`src/design/sdpd_pkg.sv`:
```
// Package: widths, reset values, payload types and speed shaping for the straight-drive PD block
`timescale 1ns / 1ps

package sdpd_pkg;

  // Base widths
  localparam int POSITION_WIDTH = 24;
  localparam int GAIN_FRAC_BITS = 16;
  localparam int GainW          = 16;
  localparam int HeadW          = 14;
  localparam int SpeedW         = 12;
  localparam int TolW           = 16;
  localparam int CntW           = 4;

  // Derived datapath widths
  localparam int ErrW   = POSITION_WIDTH + 1;
  localparam int DerW   = POSITION_WIDTH + 2;
  localparam int MagW   = (ErrW > TolW) ? ErrW : TolW;
  localparam int ProdPW = ErrW + GainW + 1;
  localparam int ProdDW = DerW + GainW + 1;
  localparam int ProdAW = HeadW + GainW + 1;
  localparam int SumW   = ProdDW + 2;
  localparam int CmdW   = SumW - GAIN_FRAC_BITS;

  // Configuration port
  localparam int CfgIdxW  = 3;
  localparam int CfgDataW = (POSITION_WIDTH > GainW) ? POSITION_WIDTH : GainW;

  typedef enum logic [CfgIdxW-1:0] {
    CFG_GOAL     = 3'd0,
    CFG_GAIN_P   = 3'd1,
    CFG_GAIN_D   = 3'd2,
    CFG_GAIN_A   = 3'd3,
    CFG_TOL      = 3'd4,
    CFG_SETTLE   = 3'd5
  } cfg_idx_e;

  // Reset values of the registers
  localparam logic [GainW-1:0] GainPRst  = GainW'(22938);
  localparam logic [GainW-1:0] GainDRst  = GainW'(6554);
  localparam logic [GainW-1:0] GainARst  = GainW'(3277);
  localparam logic [TolW-1:0]  TolRst    = TolW'(80);
  localparam logic [CntW-1:0]  SettleRst = CntW'(3);
  localparam logic [CntW-1:0]  CntMax    = '1;

  // Speed limits, 1/16 percent
  localparam logic signed [CmdW-1:0] CmdOnePct = CmdW'(16);
  localparam logic signed [CmdW-1:0] CmdMax    = CmdW'(1600);
  localparam logic signed [CmdW-1:0] CmdMin    = -CmdW'(1600);

  // Error stage payload
  typedef struct packed {
    logic signed [ErrW-1:0]  err;
    logic signed [DerW-1:0]  deriv;
    logic signed [HeadW-1:0] heading;
    logic                    done;
  } front_t;

  // Product stage payload
  typedef struct packed {
    logic signed [ProdPW-1:0] prod_p;
    logic signed [ProdDW-1:0] prod_d;
    logic signed [ProdAW-1:0] prod_a;
    logic                     done;
  } prod_t;

  // Floor to whole units, minimum push to one percent, saturate at 100 percent
  function automatic logic signed [SpeedW-1:0] shape_speed(input logic signed [SumW-1:0] s);
    logic signed [SumW-1:0] sh;
    logic signed [CmdW-1:0] v;
    logic                   s_neg;
    logic                   s_pos;
    sh    = s >>> GAIN_FRAC_BITS;
    v     = sh[CmdW-1:0];
    s_neg = s[SumW-1];
    s_pos = !s[SumW-1] && (s != '0);
    if (s_pos && (v < CmdOnePct)) v = CmdOnePct;
    if (s_neg && (v > -CmdOnePct)) v = -CmdOnePct;
    if (v > CmdMax) v = CmdMax;
    if (v < CmdMin) v = CmdMin;
    return v[SpeedW-1:0];
  endfunction

endpackage

```
`src/design/sdpd_if.sv`:
```
// Interfaces: sensor item channel and drive result channel
`timescale 1ns / 1ps

interface sdpd_in_if;
  logic                                    valid;
  logic                                    ready;
  logic                                    restart;
  logic signed [sdpd_pkg::POSITION_WIDTH-1:0] position;
  logic signed [sdpd_pkg::HeadW-1:0]       heading;

  modport source (output valid, restart, position, heading, input ready);
  modport sink   (input valid, restart, position, heading, output ready);
endinterface

interface sdpd_out_if;
  logic                              valid;
  logic                              ready;
  logic signed [sdpd_pkg::SpeedW-1:0] left_speed;
  logic signed [sdpd_pkg::SpeedW-1:0] right_speed;
  logic                              done_res;

  modport source (output valid, left_speed, right_speed, done_res, input ready);
  modport sink   (input valid, left_speed, right_speed, done_res, output ready);
endinterface

```
`src/design/sdpd_front.sv`:
```
// Error stage: error, derivative, settle counting and controller state
`timescale 1ns / 1ps

module sdpd_front (
  input  logic                                       clk_i,
  input  logic                                       rst_ni,
  input  logic                                       en_i,
  input  logic                                       take_i,
  input  logic                                       restart_i,
  input  logic signed [sdpd_pkg::POSITION_WIDTH-1:0] position_i,
  input  logic signed [sdpd_pkg::HeadW-1:0]          heading_i,
  input  logic signed [sdpd_pkg::POSITION_WIDTH-1:0] goal_i,
  input  logic [sdpd_pkg::TolW-1:0]                  tolerance_i,
  input  logic [sdpd_pkg::CntW-1:0]                  settle_i,
  output sdpd_pkg::front_t                           front_o
);

  logic signed [sdpd_pkg::ErrW-1:0] last_err_q;
  logic [sdpd_pkg::CntW-1:0]        hit_q, hit_base, hit_d;
  logic signed [sdpd_pkg::ErrW-1:0] err, last_eff;
  logic signed [sdpd_pkg::DerW-1:0] deriv;
  logic [sdpd_pkg::MagW-1:0]        mag;
  logic                             in_band;
  sdpd_pkg::front_t                 front_d, front_q;

  // Error and derivative; restart clears the previous error first
  always_comb begin
    last_eff = restart_i ? '0 : last_err_q;
    err      = sdpd_pkg::ErrW'(goal_i) - sdpd_pkg::ErrW'(position_i);
    deriv    = sdpd_pkg::DerW'(err) - sdpd_pkg::DerW'(last_eff);
  end

  // Settle counting: strict band, saturates at settle count
  always_comb begin
    mag      = err[sdpd_pkg::ErrW-1] ? sdpd_pkg::MagW'(unsigned'(-err))
                                     : sdpd_pkg::MagW'(unsigned'(err));
    in_band  = mag < sdpd_pkg::MagW'(tolerance_i);
    hit_base = restart_i ? '0 : hit_q;
    hit_d    = hit_base;
    if (in_band && (hit_base < settle_i) && (hit_base != sdpd_pkg::CntMax)) begin
      hit_d = hit_base + 1'b1;
    end
  end

  always_comb begin
    front_d.err     = err;
    front_d.deriv   = deriv;
    front_d.heading = heading_i;
    front_d.done    = hit_d >= settle_i;
  end

  // Controller state, updated once per accepted item
  always_ff @(posedge clk_i or negedge rst_ni) begin
    if (!rst_ni) begin
      last_err_q <= '0;
      hit_q      <= '0;
    end else if (take_i) begin
      last_err_q <= err;
      hit_q      <= hit_d;
    end
  end

  // Stage register
  always_ff @(posedge clk_i) begin
    if (en_i) begin
      front_q <= front_d;
    end
  end

  assign front_o = front_q;

endmodule

```
`src/design/sdpd_mult.sv`:
```
// Product stage: the three gain multiplications
`timescale 1ns / 1ps

module sdpd_mult (
  input  logic                        clk_i,
  input  logic                        en_i,
  input  sdpd_pkg::front_t            front_i,
  input  logic [sdpd_pkg::GainW-1:0]  gain_p_i,
  input  logic [sdpd_pkg::GainW-1:0]  gain_d_i,
  input  logic [sdpd_pkg::GainW-1:0]  gain_a_i,
  output sdpd_pkg::prod_t             prod_o
);

  logic signed [sdpd_pkg::GainW:0] gp_s, gd_s, ga_s;
  sdpd_pkg::prod_t                 prod_d, prod_q;

  // Gains are unsigned; a zero top bit keeps them positive in signed products
  always_comb begin
    gp_s          = {1'b0, gain_p_i};
    gd_s          = {1'b0, gain_d_i};
    ga_s          = {1'b0, gain_a_i};
    prod_d.prod_p = sdpd_pkg::ProdPW'(front_i.err) * sdpd_pkg::ProdPW'(gp_s);
    prod_d.prod_d = sdpd_pkg::ProdDW'(front_i.deriv) * sdpd_pkg::ProdDW'(gd_s);
    prod_d.prod_a = sdpd_pkg::ProdAW'(front_i.heading) * sdpd_pkg::ProdAW'(ga_s);
    prod_d.done   = front_i.done;
  end

  always_ff @(posedge clk_i) begin
    if (en_i) begin
      prod_q <= prod_d;
    end
  end

  assign prod_o = prod_q;

endmodule

```
`src/design/sdpd_mix.sv`:
```
// Mix stage: side sums, speed shaping and the result register
`timescale 1ns / 1ps

module sdpd_mix (
  input  logic                               clk_i,
  input  logic                               en_i,
  input  sdpd_pkg::prod_t                    prod_i,
  output logic signed [sdpd_pkg::SpeedW-1:0] left_o,
  output logic signed [sdpd_pkg::SpeedW-1:0] right_o,
  output logic                               done_o
);

  logic signed [sdpd_pkg::SumW-1:0]   common, trim, sum_l, sum_r;
  logic signed [sdpd_pkg::SpeedW-1:0] left_d, right_d, left_q, right_q;
  logic                               done_q;

  // Heading trim: minus on the left, plus on the right
  always_comb begin
    common  = sdpd_pkg::SumW'(prod_i.prod_p) + sdpd_pkg::SumW'(prod_i.prod_d);
    trim    = sdpd_pkg::SumW'(prod_i.prod_a);
    sum_l   = common - trim;
    sum_r   = common + trim;
    left_d  = sdpd_pkg::shape_speed(sum_l);
    right_d = sdpd_pkg::shape_speed(sum_r);
  end

  always_ff @(posedge clk_i) begin
    if (en_i) begin
      left_q  <= left_d;
      right_q <= right_d;
      done_q  <= prod_i.done;
    end
  end

  assign left_o  = left_q;
  assign right_o = right_q;
  assign done_o  = done_q;

endmodule

```
`src/design/straight_drive_pd_with_heading_trim.sv`:
```
// Top level: straight-drive PD controller with heading trim
//
//   channel   dir  handshake     payload
//   in_chan   in   valid/ready   restart, position, heading
//   res_chan  out  valid/ready   left_speed, right_speed, done_res
//   cfg       in   cfg_we_i      cfg_idx_i, cfg_wdata_i (write only)
//
// One item per cycle while the pipeline advances; each taken item passes through the error stage,
// the product stage and the mix stage, whose result register then holds its result.
// The whole pipeline advances whenever the result register is empty or being taken,
// so a held result stalls every stage and in_chan.ready falls with it.
// Reset clears the configuration to its defaults, the previous error, the hit count
// and the stage valid flags.
`timescale 1ns / 1ps

module straight_drive_pd_with_heading_trim (
  input  logic                                clk_i,
  input  logic                                rst_ni,
  sdpd_in_if.sink                             in_chan,
  sdpd_out_if.source                          res_chan,
  input  logic                                cfg_we_i,
  input  logic [sdpd_pkg::CfgIdxW-1:0]        cfg_idx_i,
  input  logic [sdpd_pkg::CfgDataW-1:0]       cfg_wdata_i
);

  logic signed [sdpd_pkg::POSITION_WIDTH-1:0] goal_q;
  logic [sdpd_pkg::GainW-1:0]                 gain_p_q, gain_d_q, gain_a_q;
  logic [sdpd_pkg::TolW-1:0]                  tol_q;
  logic [sdpd_pkg::CntW-1:0]                  settle_q;

  logic              en, take;
  logic              v1_q, v2_q, v3_q;
  sdpd_pkg::front_t  front;
  sdpd_pkg::prod_t   prod;

  // Configuration registers
  always_ff @(posedge clk_i or negedge rst_ni) begin
    if (!rst_ni) begin
      goal_q   <= '0;
      gain_p_q <= sdpd_pkg::GainPRst;
      gain_d_q <= sdpd_pkg::GainDRst;
      gain_a_q <= sdpd_pkg::GainARst;
      tol_q    <= sdpd_pkg::TolRst;
      settle_q <= sdpd_pkg::SettleRst;
    end else if (cfg_we_i) begin
      unique case (cfg_idx_i)
        sdpd_pkg::CFG_GOAL:   goal_q   <= cfg_wdata_i[sdpd_pkg::POSITION_WIDTH-1:0];
        sdpd_pkg::CFG_GAIN_P: gain_p_q <= cfg_wdata_i[sdpd_pkg::GainW-1:0];
        sdpd_pkg::CFG_GAIN_D: gain_d_q <= cfg_wdata_i[sdpd_pkg::GainW-1:0];
        sdpd_pkg::CFG_GAIN_A: gain_a_q <= cfg_wdata_i[sdpd_pkg::GainW-1:0];
        sdpd_pkg::CFG_TOL:    tol_q    <= cfg_wdata_i[sdpd_pkg::TolW-1:0];
        sdpd_pkg::CFG_SETTLE: settle_q <= cfg_wdata_i[sdpd_pkg::CntW-1:0];
        default: ;
      endcase
    end
  end

  // Pipeline advance and item acceptance
  assign en            = !v3_q || res_chan.ready;
  assign take          = in_chan.valid && en;
  assign in_chan.ready = en;

  // Stage valid flags
  always_ff @(posedge clk_i or negedge rst_ni) begin
    if (!rst_ni) begin
      v1_q <= 1'b0;
      v2_q <= 1'b0;
      v3_q <= 1'b0;
    end else if (en) begin
      v1_q <= in_chan.valid;
      v2_q <= v1_q;
      v3_q <= v2_q;
    end
  end

  sdpd_front u_front (
    .clk_i       (clk_i),
    .rst_ni      (rst_ni),
    .en_i        (en),
    .take_i      (take),
    .restart_i   (in_chan.restart),
    .position_i  (in_chan.position),
    .heading_i   (in_chan.heading),
    .goal_i      (goal_q),
    .tolerance_i (tol_q),
    .settle_i    (settle_q),
    .front_o     (front)
  );

  sdpd_mult u_mult (
    .clk_i    (clk_i),
    .en_i     (en),
    .front_i  (front),
    .gain_p_i (gain_p_q),
    .gain_d_i (gain_d_q),
    .gain_a_i (gain_a_q),
    .prod_o   (prod)
  );

  sdpd_mix u_mix (
    .clk_i   (clk_i),
    .en_i    (en),
    .prod_i  (prod),
    .left_o  (res_chan.left_speed),
    .right_o (res_chan.right_speed),
    .done_o  (res_chan.done_res)
  );

  assign res_chan.valid = v3_q;

endmodule
```
`src/flat_wrapper.sv`:
```
// flat-port wrapper written by rule: the top's interface ports become plain ports
module straight_drive_pd_with_heading_trim_flat 
  (clk_i, rst_ni, cfg_we_i, cfg_idx_i, cfg_wdata_i, in_chan_valid, in_chan_restart, in_chan_position, in_chan_heading, in_chan_ready, res_chan_valid, res_chan_left_speed, res_chan_right_speed, res_chan_done_res, res_chan_ready);
  sdpd_in_if in_chan_i ();
  sdpd_out_if res_chan_i ();
  input  logic clk_i;
  input  logic rst_ni;
  input  logic cfg_we_i;
  input  logic [sdpd_pkg::CfgIdxW-1:0] cfg_idx_i;
  input  logic [sdpd_pkg::CfgDataW-1:0] cfg_wdata_i;
  input wire logic [$bits(in_chan_i.valid)-1:0] in_chan_valid;
  input wire logic [$bits(in_chan_i.restart)-1:0] in_chan_restart;
  input wire logic [$bits(in_chan_i.position)-1:0] in_chan_position;
  input wire logic [$bits(in_chan_i.heading)-1:0] in_chan_heading;
  output wire logic [$bits(in_chan_i.ready)-1:0] in_chan_ready;
  output wire logic [$bits(res_chan_i.valid)-1:0] res_chan_valid;
  output wire logic [$bits(res_chan_i.left_speed)-1:0] res_chan_left_speed;
  output wire logic [$bits(res_chan_i.right_speed)-1:0] res_chan_right_speed;
  output wire logic [$bits(res_chan_i.done_res)-1:0] res_chan_done_res;
  input wire logic [$bits(res_chan_i.ready)-1:0] res_chan_ready;
  assign in_chan_i.valid = in_chan_valid;
  assign in_chan_i.restart = in_chan_restart;
  assign in_chan_i.position = in_chan_position;
  assign in_chan_i.heading = in_chan_heading;
  assign in_chan_ready = in_chan_i.ready;
  assign res_chan_valid = res_chan_i.valid;
  assign res_chan_left_speed = res_chan_i.left_speed;
  assign res_chan_right_speed = res_chan_i.right_speed;
  assign res_chan_done_res = res_chan_i.done_res;
  assign res_chan_i.ready = res_chan_ready;
  straight_drive_pd_with_heading_trim u_core (.clk_i(clk_i), .rst_ni(rst_ni), .in_chan(in_chan_i), .res_chan(res_chan_i), .cfg_we_i(cfg_we_i), .cfg_idx_i(cfg_idx_i), .cfg_wdata_i(cfg_wdata_i));
endmodule
```
`config.mk`:
```
export PLATFORM = sky130hd
export DESIGN_NAME = straight_drive_pd_with_heading_trim_flat
export DESIGN_NICKNAME = d
export VERILOG_FILES = /design/src/design/sdpd_pkg.sv /design/src/design/sdpd_if.sv /design/src/design/sdpd_front.sv /design/src/design/sdpd_mult.sv /design/src/design/sdpd_mix.sv /design/src/design/straight_drive_pd_with_heading_trim.sv /design/src/flat_wrapper.sv
export SDC_FILE = /design/constraint.sdc
export NUM_CORES = 2
export LEC_CHECK = 0
export ABC_AREA = 0
export ABC_CLOCK_PERIOD_IN_PS = 14100
export BUFFER_PORTS_ARGS = -buffer_cell sky130_fd_sc_hd__buf_2
export CAP_MARGIN = 25
export CORE_MARGIN = 5
export CORE_UTILIZATION = 30
export CTS_CLUSTER_DIAMETER = 30
export DETAILED_ROUTE_END_ITERATION = 10
export GPL_TIMING_DRIVEN = 0
export SLEW_MARGIN = 40
export SYNTH_ARGS = -nofsm -noshare
export SYNTH_HDL_FRONTEND = slang
export SYNTH_SLANG_ARGS = --single-unit
```
`constraint.sdc`:
```
create_clock -name clk_i -period 14.1 [get_ports clk_i]
set_input_delay 2.82 -clock clk_i [delete_from_list [all_inputs] [get_ports clk_i]]
set_output_delay 2.82 -clock clk_i [all_outputs]
set_load 0.05 [all_outputs]
```
==> summary.log <==
qor: cts.path_clk_slew 50 ps
qor: detailed_routing.ant_nets 0
qor: detailed_routing.first_iter_violations 3241
qor: critical_path.crit-reg2reg-launch u_core.gain_d_q[8]$_DFFE_PN1P_
qor: detailed_routing.drt-vias-per-instance 4.847
qor: logic_synthesis.synth_top_family_by_area adder cells
qor: sta.period_needed 9328 ps
qor: sta.max_slew_margin 0.4175
qor: final_layout.finalInstanceArea 0.06550 mm2
qor: cts.ctsHoldBuffers 0
qor: logic_synthesis.synth_adder_area_share 0.4394
qor: logic_synthesis.ys_dominant_reg_cell sky130_fd_sc_hd__edfxtp_1
qor: sta.final-setup-viol-count 0
qor: floorplanning.core_area 0.1954 mm2
qor: grt.grt_pass1_vias 47310
qor: cts.cts-root-buf sky130_fd_sc_hd__clkbuf_16
qor: floorplanning.die-width 453.5 um
qor: floorplanning.die_h 453.5 um
qor: sta.worst_pin_slew 873.7 ps
qor: grt.grt_pass1_wl 271500 um
qor: critical_path.timing.reg2reg.worst_path_depth 28
qor: grt.grt_start_max_net_pins 68
qor: logic_synthesis.synth-edff-count 208
qor: cts.cts_made_buffers 71
qor: placement.gpl.final_weighted_congestion 0.9191
qor: detailed_routing.wl_per_cell 18.55 um
qor: floorplanning.std_cell_rows 162
qor: logic_synthesis.synth_seq_area_share 0.1590
qor: final_layout.final_layout_size_suffix_gt1_frac 0.06365
qor: critical_path.timing.critical_path.slowest_stage_cell sky130_fd_sc_hd__clkbuf_1
qor: critical_path.critical_path.startpoint_type register
qor: logic_synthesis.synth_area 0.05901 mm2
qor: final_layout.finalNetCount 8107
qor: sta.whs 428.5 ps
qor: logic_synthesis.avgSynthCellArea 9.268 um2
qor: logic_synthesis.syn_nets 7930
qor: grt.globalRouteOverflowTotal 0
qor: sta.timing.final.max_slew_violations 0
qor: logic_synthesis.synth_xor_xnor_area_share 0.03901
qor: critical_path.timing.reg2reg.setup_slack 4770 ps
qor: run_status.status finished, final reports clean
qor: critical_path.crit_path_max_incr_delay 590 ps
qor: cts.cts.sink_count 332
qor: cts.clk-insertion-delay-late 650 ps
qor: sta.grt_setup_unrepaired no
qor: logic_synthesis.synth_compound_area_frac 0.09686
qor: job.drv.max_cap_violation_count 0
qor: placement.dp.final_hpwl 144700 um
qor: sta.max_freq 0.1072 GHz
qor: sta.timing.final.hold_violations 0
qor: grt.grt_util_all_layers 0.1680
qor: critical_path.critical_path.most_common_cell sky130_fd_sc_hd__fa_1
qor: floorplanning.ioPinCount 98
qor: critical_path.reg2reg_to u_core.u_mult.prod_o[74]$_DFFE_PN_
qor: logic_synthesis.yosysWarnings 0
qor: sta.finalClockSkew 29.04 ps
qor: min_path.worst_hold_check_path_type reg2reg
qor: cts.cts_max_path_bufs 3
qor: critical_path.worstPathMaxFanout 10
qor: grt.initial_antenna_violation_count 19
qor: grt.groute.layer.met2.usage 0.2724
qor: critical_path.crit_type reg2reg
qor: min_path.holdPathStages 0
qor: floorplanning.die-area 0.2057 mm2
qor: sta.final.period_utilization 0.6616
qor: final_layout.area_growth 11.00%
qor: detailed_routing.drt_wl_total 171200 um
qor: critical_path.cp_data_arrival_time 9670 ps
qor: detailed_routing.route.detailed.drc 0
qor: cts.clock_tree.htree_level_count 3
qor: logic_synthesis.yosys.area_share.simple 0.1549
qor: critical_path.critPathRequiredTime 14440 ps
qor: floorplanning.initial_core_utilization 0.3020
qor: detailed_routing.dr_total_vias 44720
qor: grt.gr-usage-met3 0.03127
qor: final_layout.nFillCells 20190
qor: sta.timing.setup.tns 0 ps
qor: grt.grtUsageMet1 0.2291
qor: logic_synthesis.async_flop_share 0.3735
qor: critical_path.critical_path.endpoint_type register
qor: cts.post_cts_buffers 0
qor: cts.tritoncts_clock_tree yes
qor: min_path.whs_endpoint u_core.u_mult.prod_o[0]$_DFFE_PN_
qor: placement.placed_cell_area 0.06299 mm2
qor: logic_synthesis.post_synth_inst_count 6367
qor: logic_synthesis.synthMuxAreaShare 0.01819
qor: min_path.hp_start u_core.u_front.front_o[0]$_DFFE_PN_
qor: logic_synthesis.synth.distinct_cells 101
qor: logic_synthesis.synth-seq-cells 332
qor: cts.cts_resized 0
qor: placement.port-buffer-count 95
qor: detailed_routing.detailedRoute.firstPassIterationCount 6
qor: grt.global_route.peak_usage_layer met2
==> registers in the layout, summed over array words and instances, names as in the netlist <==
register / flops
u_core.u_front.last_err_q: 25
u_core.gain_d_q: 16
u_core.u_mix.done_o: 1
u_core.res_chan.valid: 1
u_core.tol_q: 16
u_core.u_mix.right_o: 12
u_core.u_front.hit_q: 4
u_core.settle_q: 4
u_core.u_front.front_o: 66
u_core.goal_q: 24
u_core.gain_a_q: 16
u_core.v2_q: 1
u_core.u_mix.left_o: 12
u_core.v1_q: 1
u_core.gain_p_q: 16
u_core.u_mult.prod_o: 117
==> layer usage <==
metal  wire length [um]  vias to the layer above
met3              12120                      271
li1                   -                    20560
met2              77590                     1446
met1              76140                    22440
met4               5314                        2
met5                 13                        -
==> cell usage in the layout, fill, tap and decap left out, types with 45 or more instances in the layout <==
master,count
sky130_fd_sc_hd__a21o_1,89
sky130_fd_sc_hd__a21oi_1,265
sky130_fd_sc_hd__and2_1,423
sky130_fd_sc_hd__buf_2,101
sky130_fd_sc_hd__clkbuf_1,224
sky130_fd_sc_hd__clkbuf_16,73
sky130_fd_sc_hd__dfrtp_1,98
sky130_fd_sc_hd__edfxtp_1,208
sky130_fd_sc_hd__fa_1,967
sky130_fd_sc_hd__ha_1,525
sky130_fd_sc_hd__inv_1,1219
sky130_fd_sc_hd__mux2_2,90
sky130_fd_sc_hd__nand2_1,787
sky130_fd_sc_hd__nand2b_1,78
sky130_fd_sc_hd__nand3_1,52
sky130_fd_sc_hd__nor2_1,223
sky130_fd_sc_hd__nor2b_1,52
sky130_fd_sc_hd__nor3_1,68
sky130_fd_sc_hd__o21a_1,45
sky130_fd_sc_hd__o21ai_0,167
sky130_fd_sc_hd__xnor2_1,207
sky130_fd_sc_hd__xor2_1,53
==> worst max path at each step <==
stage                                   start                                  end
2_1_floorplan                  res_chan_ready                        in_chan_ready
3_3_place_gp                   res_chan_ready                        in_chan_ready
3_5_place_dp              in_chan_position[0]  u_core.u_front.front_o[0]$_DFFE_PN_
4_1_cts        u_core.gain_d_q[7]$_DFFE_PN1P_   u_core.u_mult.prod_o[74]$_DFFE_PN_
5_1_grt        u_core.gain_d_q[8]$_DFFE_PN1P_   u_core.u_mult.prod_o[74]$_DFFE_PN_
6_report       u_core.gain_d_q[8]$_DFFE_PN1P_   u_core.u_mult.prod_o[74]$_DFFE_PN_
==> metrics by stage <==
stage          setup slack (ps)  cells    util
2_1_floorplan              2213   6367       -
3_3_place_gp              -1846   9086  0.3212
3_5_place_dp               4501   9095  0.3224
4_1_cts                    4745   9223  0.3350
5_1_grt                    4345   9223  0.3352
6_report                   4772   9226  0.3352
==> logic make-up after synthesis <==
| kind of cell | count (synthesis) |
|---|---|
| buffers and inverters | 1452 |
| XOR/XNOR | 262 |
| AND/OR/NAND/NOR | 1864 |
| adder cells (fa/ha/maj) | 1492 |
| flip-flops | 332 |
| AO/OA/AOI/OAI | 869 |
| multiplexers | 96 |
==> cells in the mapped netlist, drive strengths merged (71+ instances only) <==
library cell  instances  area (um2)
nor2                224       843.3
a21o                 89       668.1
dfrtp                98        2452
nand2               787        2954
and2                424        2654
clkbuf              221       830.8
xnor2               208        1822
o21ai               173       865.8
ha                  525        6569
mux2                 90        1013
nor3                 71       360.3
fa                  967       19360
nand2b               78       488.0
edfxtp              208        6246
inv                1219        4576
a21oi               266        1343
==> area by class of cell <==
cell class                      instances  area, um2  area share
Clock buffer                           82       1891     0.02886
Multi-Input combinational cell       4583      44230      0.6753
Sequential cell                       332       9382      0.1432
Clock inverter                         46      580.6    0.008863
Antenna cell                            3      7.507   0.0001146
Timing Repair Buffer                  104      653.1    0.009971
Tap cell                             2624       3283     0.05012
Inverter                             1220       4579     0.06991
Buffer                                232      892.1     0.01362
==> worst max-delay path: cells and delay by family (launching register included) <==
| kind | cells | cell delay, ps |
|---|---|---|
| adders and majority gates | 7 | 3430 |
| muxes | 1 | 170 |
| buffers and inverters | 7 | 1390 |
| AOI/OAI and AO/OA | 11 | 3230 |
| DFF | 1 | 500 |
| and+or+nand+nor | 2 | 280 |
Power is not shown: default switching activity piles up to over one toggle a cycle in this logic, so the estimate is an artifact.
